`src/rtl/npr_ram.sv`:
```
module npr_ram #(
    parameter int WIDTH = 8,
    parameter int DEPTH = 16
) (
    input  logic                     clk,
    input  logic                     we,
    input  logic [$clog2(DEPTH)-1:0] waddr,
    input  logic [WIDTH-1:0]         wdata,
    input  logic                     re,
    input  logic [$clog2(DEPTH)-1:0] raddr,
    output logic [WIDTH-1:0]         rdata
);

    logic [WIDTH-1:0] mem_reg [DEPTH];
    logic [WIDTH-1:0] rdata_reg;

    always_ff @(posedge clk)
    begin
        if (we)
        begin
            mem_reg[waddr] <= wdata;
        end
        if (re)
        begin
            rdata_reg <= mem_reg[raddr];
        end
    end

    assign rdata = rdata_reg;

endmodule

```
`config.mk`:
```
export PLATFORM = sky130hd
export DESIGN_NAME = npr_ram
export DESIGN_NICKNAME = d
export VERILOG_FILES = /design/src/rtl/npr_ram.sv
export SDC_FILE = /design/constraint.sdc
export NUM_CORES = 1
export LEC_CHECK = 0
export BUFFER_PORTS_ARGS = -buffer_cell sky130_fd_sc_hd__buf_2
export CAP_MARGIN = 20
export CELL_PAD_IN_SITES_DETAIL_PLACEMENT = 1
export CELL_PAD_IN_SITES_GLOBAL_PLACEMENT = 1
export CORE_MARGIN = 5
export CORE_UTILIZATION = 48
export DETAILED_ROUTE_END_ITERATION = 16
export PLACE_DENSITY = 0.83
export SYNTH_ARGS = -nofsm -noshare
export SYNTH_HDL_FRONTEND = slang
export SYNTH_SLANG_ARGS = --single-unit
```
`constraint.sdc`:
```
create_clock -name clk -period 1.4 [get_ports clk]
set_input_delay 0 -clock clk [delete_from_list [all_inputs] [get_ports clk]]
set_output_delay 0 -clock clk [all_outputs]
set_load 0.02 [all_outputs]
```
After elaboration in Yosys (flattened, before gate mapping). Memory sizes are Yosys's and may differ from the RTL's. A register that Yosys moved wholly into a read port is not among the register bits. Index checks and enable logic that the tools add are counted.

Memories kept: 1. Output and inout bits: 8. Bits in writable memories: 128. Logic and storage cells: 3. Register bits: 0.

Multiplexer cells: 2.

Memory list: mem_reg (words 16, bits a word 8, read ports 1, clocked after memory_dff 1, write ports 1, RTL line 14) `logic [WIDTH-1:0] mem_reg [DEPTH];`.

Operators by type and width (count): $mux W1 (2).

Depth between registers and ports, before layout. Gate-level depths: netlist (run 1).

Word-level depth: 2. Mapped depth: 5. Mapped depth without buffers: 3.

Worst setup path before layout (run 1). No wires, ideal clock.

Path type: input to register. Start: in waddr[2]. End: mem mem_reg[0][0], enable pin. Data arrival time: 1110 ps. Slack: -93 ps. Required time: 1017 ps. Stages on the path: 2. Cells stage by stage: or3b_2 > nor3_1.

RTL lines: start: declaration (RTL line 7) `input logic [$clog2(DEPTH)-1:0] waddr,`; end: declaration (RTL line 14).

No word-level cell before the write port.

==> impl_metrics.env, run 1 <==
export IMPL_status="finished, violations left"
export IMPL_violations="negative setup slack"
export IMPL_hold_viol=0
export IMPL_power_total_mw=8.979
export IMPL_clkTransAtPathRegs_ps=60
export IMPL_hold_path_class="primary input to flip-flop"
export IMPL_synthSimpleGateAreaFrac=0.03135
export IMPL_cp_startpoint="mem_reg[11][6]$_DFFE_PP_"
export IMPL_cp_max_fo=1
export IMPL_layout_cells_non_filler=449
export IMPL_synth_top_area_frac=0.7812
export IMPL_criticalPathCategory="flip-flop to flip-flop"
export IMPL_min_path_cells=3
export IMPL_track_usage=0.1916
export IMPL_routed_wl_um=11240
export IMPL_setup_worst_path_start_class="flip-flop"
export IMPL_synth_warnings=0
export IMPL_diodes=0
export IMPL_hold_end="mem_reg[0][0]$_DFFE_PP_"
export IMPL_r2r_end="rdata[6]$_DFFE_PP_"
export IMPL_coreArea_mm2=0.01075
export IMPL_crit_arrival_ps=1740
export IMPL_drt_initial_drc_count=151
export IMPL_max_cap_violations=0
export IMPL_die_y_um=114.4
export IMPL_vias_per_cell=5.822
export IMPL_dp_slack_ps=-291.5
export IMPL_slowest_delay_ps=530
export IMPL_yosys_area_top_type="edfxtp_1"
export IMPL_vias=2614
export IMPL_cts_tree="yes"
export IMPL_p_per_area_mw_per_mm2=1430
export IMPL_synth_area_leaders="edfxtp_1 78%, mux4_2 7.8%, mux4_1 7.0%"
export IMPL_dp_hpwl_um=7140
export IMPL_cts_buffers=17
export IMPL_netlist_area_mm2=0.005228
export IMPL_critPathSlowestCell="mux4_2"
export IMPL_required_ps=1660
export IMPL_reg2reg_slack_ps=-80
export IMPL_htreeDepth=4
export IMPL_dr_pass1_iters=5
export IMPL_antenna_found_initial=0
export IMPL_dpl_cell_area_mm2=0.005662
export IMPL_path_cells="mux4_2 > a22oi_1 > nand2_1"
export IMPL_largest_reg_flops=128
export IMPL_die_x_um=114.4
export IMPL_pin_count=27
export IMPL_slew_viol_final=0
export IMPL_clock_path_buffers=2
export IMPL_r2r_start="mem_reg[11][6]$_DFFE_PP_"
export IMPL_holdCritStartpoint="waddr[1]"
export IMPL_synth_seq_cells=136
export IMPL_finalClockSkew_ps=9.014
export IMPL_rows=38
export IMPL_endpoint_kind="flip-flop"
export IMPL_die_area_mm2=0.01308
export IMPL_final_util=0.5842
export IMPL_initial_core_util=0.4865
export IMPL_grt_setup_unrepaired="true"
export IMPL_p_leak_nw=2.114
export IMPL_synth_compound_area_frac=0.02298
export IMPL_finalWeightedCongestion=0.7007
export IMPL_remaining_drc_errors=0
export IMPL_netlist_instances=229
export IMPL_slew_headroom=0.7003
export IMPL_yosysUniqueCellTypes=18
export IMPL_wire_per_inst_um=25.03
export IMPL_synthesis_nets=248
export IMPL_crit_family="multiplexers"
export IMPL_finalNetCount=315
export IMPL_grt_start_max_net_pins=21
export IMPL_final_area_mm2=0.006277
export IMPL_cts_root_buffer="clkbuf_8"
export IMPL_antenna_left=0
export IMPL_period_share=1.054
export IMPL_clkLatencyLatePin_ps=520
export IMPL_synth_top_family_by_area="multiplexers"
export IMPL_setup_ws_ps=-76.25
export IMPL_final_cell_mix="136 x edfxtp_1, 26 x buf_2, 24 x mux4_2"
export IMPL_gr_total_overflow=0
export IMPL_ys_seq_area_frac=0.7812
export IMPL_portBuffers=26
export IMPL_drive_above_1_share=0.3495
export IMPL_crit_buf_inv=0
export IMPL_area_growth_syn_to_layout_pct=20.08
export IMPL_tightest_slew_ps=449.6
export IMPL_setup_violations=8
export IMPL_reg2regPathDepth=3
export IMPL_synth_mux_area_frac=0.1479
export IMPL_clock_sinks=136
export IMPL_grt_pass1_vias=2747
export IMPL_max_freq_mhz=677.4
export IMPL_yosys_area_share_xor_xnor=0
export IMPL_synthAdderAreaFrac=0
export IMPL_grt_pass1_wl_um=17290
export IMPL_syn_avg_cell_area_um2=22.83
export IMPL_place_inst=408
export IMPL_period_needed_ps=1476
export IMPL_layout_commonest_cell="edfxtp_1"
export IMPL_vdd_drop_max_mv=1.003
## cells in the mapped netlist
master and instances:
and2_1 1, clkdlybuf4s25_2 3, buf_6 3, edfxtp_1 136
mux4_1 14, a22oi_1 16, nand3_1 1, nand2_1 9
and2b_1 1, buf_2 3, buf_4 1, nand3b_1 2
nor2_1 13, nand2b_1 2, nor3_1 4, nor2b_1 1
mux4_2 18, or3b_2 1
## cells by family after synthesis
group,after synthesis
DFF,136
and+or+nand+nor,35
muxes,32
AOI/OAI and AO/OA,16
buffers and inverters,10
## layer usage
layer,global-route usage,vias up,part of all wire
li1,-,1110,-
met1,0.2570,1393,0.42
met2,0.3068,94,0.51
met3,0.03805,17,0.048
met4,0.08551,0,0.019
met5,0,-,0
## power breakdown
group          switching (mW)  internal (mW)  total, mW  leakage [nW]
clock network            1.53           2.32       3.85         0.254
registers              0.0239           4.59       4.61          1.24
logic                   0.296          0.216      0.512         0.624
## stage by stage
stage / setup TNS (ps) / hold slack (ps)
2_1_floorplan: 0 / 98.87
3_3_place_gp: -1195 / 354.7
3_5_place_dp: -1546 / 359.0
4_1_cts: -279.1 / 24.96
5_1_grt: -718.2 / 38.31
6_report: -313.5 / 41.36
## worst max path at each step
stage                               to  slack [ps]  depth (start not counted)
global placement    rdata[2]$_DFFE_PP_        -230                          5
CTS                 rdata[0]$_DFFE_PP_         -70                          3
detailed placement  rdata[2]$_DFFE_PP_        -290                          5
finish              rdata[6]$_DFFE_PP_         -80                          3
floorplan           rdata[0]$_DFFE_PP_          90                          3
global route        rdata[6]$_DFFE_PP_        -160                          3
## cell type report
| type | count | area (um2) |
|---|---|---|
| Clock inverter | 10 | 80.08 |
| Clock buffer | 22 | 432.9 |
| Tap cell | 140 | 175.2 |
| Timing Repair Buffer | 58 | 430.4 |
| Sequential cell | 136 | 4084 |
| Multi-Input combinational cell | 83 | 1075 |
| Fill cell | 945 | 4468 |
## worst register-to-register path: stages, from the launching register on
cell and delay, ps:
edfxtp_1 370, mux4_2 530, a22oi_1 210, nand2_1 100
## repair_timing
item	CTS	global route
endpoints found under the setup margin	8	8
hold buffers	9	0
gates resized for setup	13	0
buffers inserted	0	0
endpoints found under the hold margin	136	0
pin swaps	11	0
(Power assumes the default switching activity.)
==> run 2: changes to the inputs <==
--- a/config.mk
+++ b/config.mk
@@ -9,7 +9,6 @@
 export CAP_MARGIN = 20
 export CELL_PAD_IN_SITES_DETAIL_PLACEMENT = 1
 export CELL_PAD_IN_SITES_GLOBAL_PLACEMENT = 1
-export CORE_MARGIN = 5
 export CORE_UTILIZATION = 48
 export DETAILED_ROUTE_END_ITERATION = 16
 export PLACE_DENSITY = 0.83
==> impl_metrics.env, run 2 (synthesis gave the netlist of run 1 again) <==
export IMPL_dp_hpwl_um=7533
export IMPL_finalNetCount=318
export IMPL_p_leak_nw=2.177
export IMPL_hold_viol=0
export IMPL_place_inst=407
export IMPL_cp_max_fo=1
export IMPL_reg2reg_slack_ps=-50
export IMPL_grt_pass1_wl_um=18240
export IMPL_layout_cells_non_filler=448
export IMPL_final_area_mm2=0.006462
export IMPL_r2r_end="rdata[4]$_DFFE_PP_"
export IMPL_status="finished, violations left"
export IMPL_diodes=0
export IMPL_rows=37
export IMPL_p_sw_mw=2.080
export IMPL_comb_power_share=0.053
export IMPL_path_cells="mux4_2 > a22oi_2 > nand2_1"
export IMPL_use_met2=0.3887
export IMPL_cts_buffers=17
export IMPL_cts_tree="yes"
export IMPL_pin_count=27
export IMPL_gr_total_overflow=0
export IMPL_die_y_um=106.4
export IMPL_endpoint_kind="flip-flop"
export IMPL_clkTransAtPathRegs_ps=60
export IMPL_holdCritStartpoint="waddr[0]"
export IMPL_gr_usage_met1=0.3217
export IMPL_postCtsSetupBuffers=0
export IMPL_hold_end="mem_reg[0][0]$_DFFE_PP_"
export IMPL_met3_usage=0.06376
export IMPL_antenna_left=0
export IMPL_critPathSlowestCell="mux4_2"
export IMPL_p_per_area_mw_per_mm2=1573
export IMPL_crit_arrival_ps=1730
export IMPL_violations="negative setup slack"
export IMPL_slew_viol_final=0
export IMPL_portBuffers=26
export IMPL_grt_start_max_net_pins=22
export IMPL_die_area_mm2=0.01131
export IMPL_vias=2628
export IMPL_initial_core_util=0.4996
export IMPL_wire_per_inst_um=27.74
export IMPL_swShare=0.2047
export IMPL_grt_pass1_vias=2824
export IMPL_die_x_um=106.4
export IMPL_clock_sinks=136
export IMPL_largest_reg_flops=128
export IMPL_clkPwrFrac=0.492
export IMPL_dr_pass1_iters=4
export IMPL_period_share=1.039
export IMPL_p_int_mw=8.083
export IMPL_hold_path_class="primary input to flip-flop"
export IMPL_vias_per_cell=5.866
export IMPL_r2r_start="mem_reg[7][4]$_DFFE_PP_"
export IMPL_slew_headroom=0.6782
export IMPL_top_usage_layer="met2"
export IMPL_grt_setup_unrepaired="true"
export IMPL_setup_ws_ps=-54.07
export IMPL_antenna_found_initial=0
export IMPL_drive_above_1_share=0.4038
export IMPL_dpl_cell_area_mm2=0.005692
export IMPL_tightest_slew_ps=482.6
export IMPL_final_cell_mix="136 x edfxtp_1, 29 x mux4_2, 26 x buf_2"
export IMPL_slowest_delay_ps=510
export IMPL_remaining_drc_errors=0
export IMPL_drt_initial_drc_count=246
export IMPL_track_usage=0.2438
export IMPL_finalSetupTns_ps=-165.8
export IMPL_vdd_drop_max_mv=0.8645
export IMPL_finalWeightedCongestion=0.7175
export IMPL_reg2regPathDepth=3
export IMPL_finalClockSkew_ps=10.47
export IMPL_clock_path_buffers=2
export IMPL_setup_violations=7
export IMPL_max_freq_mhz=687.7
export IMPL_required_ps=1670
export IMPL_coreArea_mm2=0.01046
export IMPL_area_growth_syn_to_layout_pct=23.62
export IMPL_sequentialPowerShare=0.455
export IMPL_criticalPathCategory="flip-flop to flip-flop"
export IMPL_clkLatencyLatePin_ps=540
export IMPL_min_path_cells=3
export IMPL_routed_wl_um=12430
export IMPL_layout_commonest_cell="edfxtp_1"
export IMPL_setup_worst_path_start_class="flip-flop"
export IMPL_cts_root_buffer="clkbuf_8"
export IMPL_htreeDepth=4
export IMPL_max_cap_violations=0
export IMPL_period_needed_ps=1454
export IMPL_dp_slack_ps=-318.6
-- run 2: cell types whose count changed in the layout (fill, tap and decap cells not counted), sizes merged --
cell / change
bufinv: +5
clkbuf: -5
clkinv: -4
buf: +3
inv: +3
clkinvlp: +1
-- run 2: per-stage QoR --
| stage | hold WS (ps) | power [mW] | utilization |
|---|---|---|---|
| finish | 33.93 | 10.16 | 0.6177 |
| global route | 37.65 | 10.39 | 0.6177 |
| CTS | 8.427 | 10.21 | 0.6167 |
| detailed placement | 385.3 | 5.192 | 0.5440 |
| global placement | 383.9 | 5.153 | 0.5440 |
| floorplan | 98.87 | 4.947 | - |
-- run 2: layer usage --
layer | vias up | wire length (um)
li1 | 1108 | -
met1 | 1365 | 5100
met2 | 131 | 6209
met3 | 24 | 824
met4 | 0 | 292
met5 | - | 0
-- run 2: cell type report --
cell class / instances / area [um2]
fillers: 901 / 4000
flip-flops and latches: 136 / 4084
clock inverters: 15 / 247.7
well taps: 136 / 170.2
multi-input cells: 83 / 1081
repair buffers: 61 / 465.4
clock buffers: 17 / 414.1
-- run 2: power by group through the flow --
stage	registers, mW	clock network, mW	logic, mW
after floorplan	4.72	0	0.232
after global placement	4.69	0	0.464
after detailed placement	4.70	0	0.489
after CTS	4.62	5.05	0.543
after global routing	4.63	5.19	0.574
final	4.62	5.00	0.541
-- run 2: how the worst max path moves through the flow --
stage | from | endpoint | slack (ps) | depth (start not counted)
global placement | raddr[0] | rdata[2]$_DFFE_PP_ | -260 | 5
CTS | mem_reg[11][6]$_DFFE_PP_ | rdata[6]$_DFFE_PP_ | -50 | 3
detailed placement | raddr[0] | rdata[2]$_DFFE_PP_ | -320 | 5
global route | mem_reg[7][4]$_DFFE_PP_ | rdata[4]$_DFFE_PP_ | -70 | 3
finish | mem_reg[7][4]$_DFFE_PP_ | rdata[4]$_DFFE_PP_ | -50 | 3
floorplan | mem_reg[1][0]$_DFFE_PP_ | rdata[0]$_DFFE_PP_ | 90 | 3
-- run 2: repair_timing --
item                       4_1_cts  5_1_grt
setup endpoints to repair        8        8
hold endpoints to repair       136        0
resized for setup               21        2
hold buffers                     9        0
pin swaps                        5        5
gates cloned                     0        0
-- run 2: worst max-delay path: cells and delay by family (launching register included) --
kind / cells / cell delay [ps]
AOI/OAI and AO/OA: 1 / 180
DFF: 1 / 390
muxes: 1 / 510
and+or+nand+nor: 1 / 110
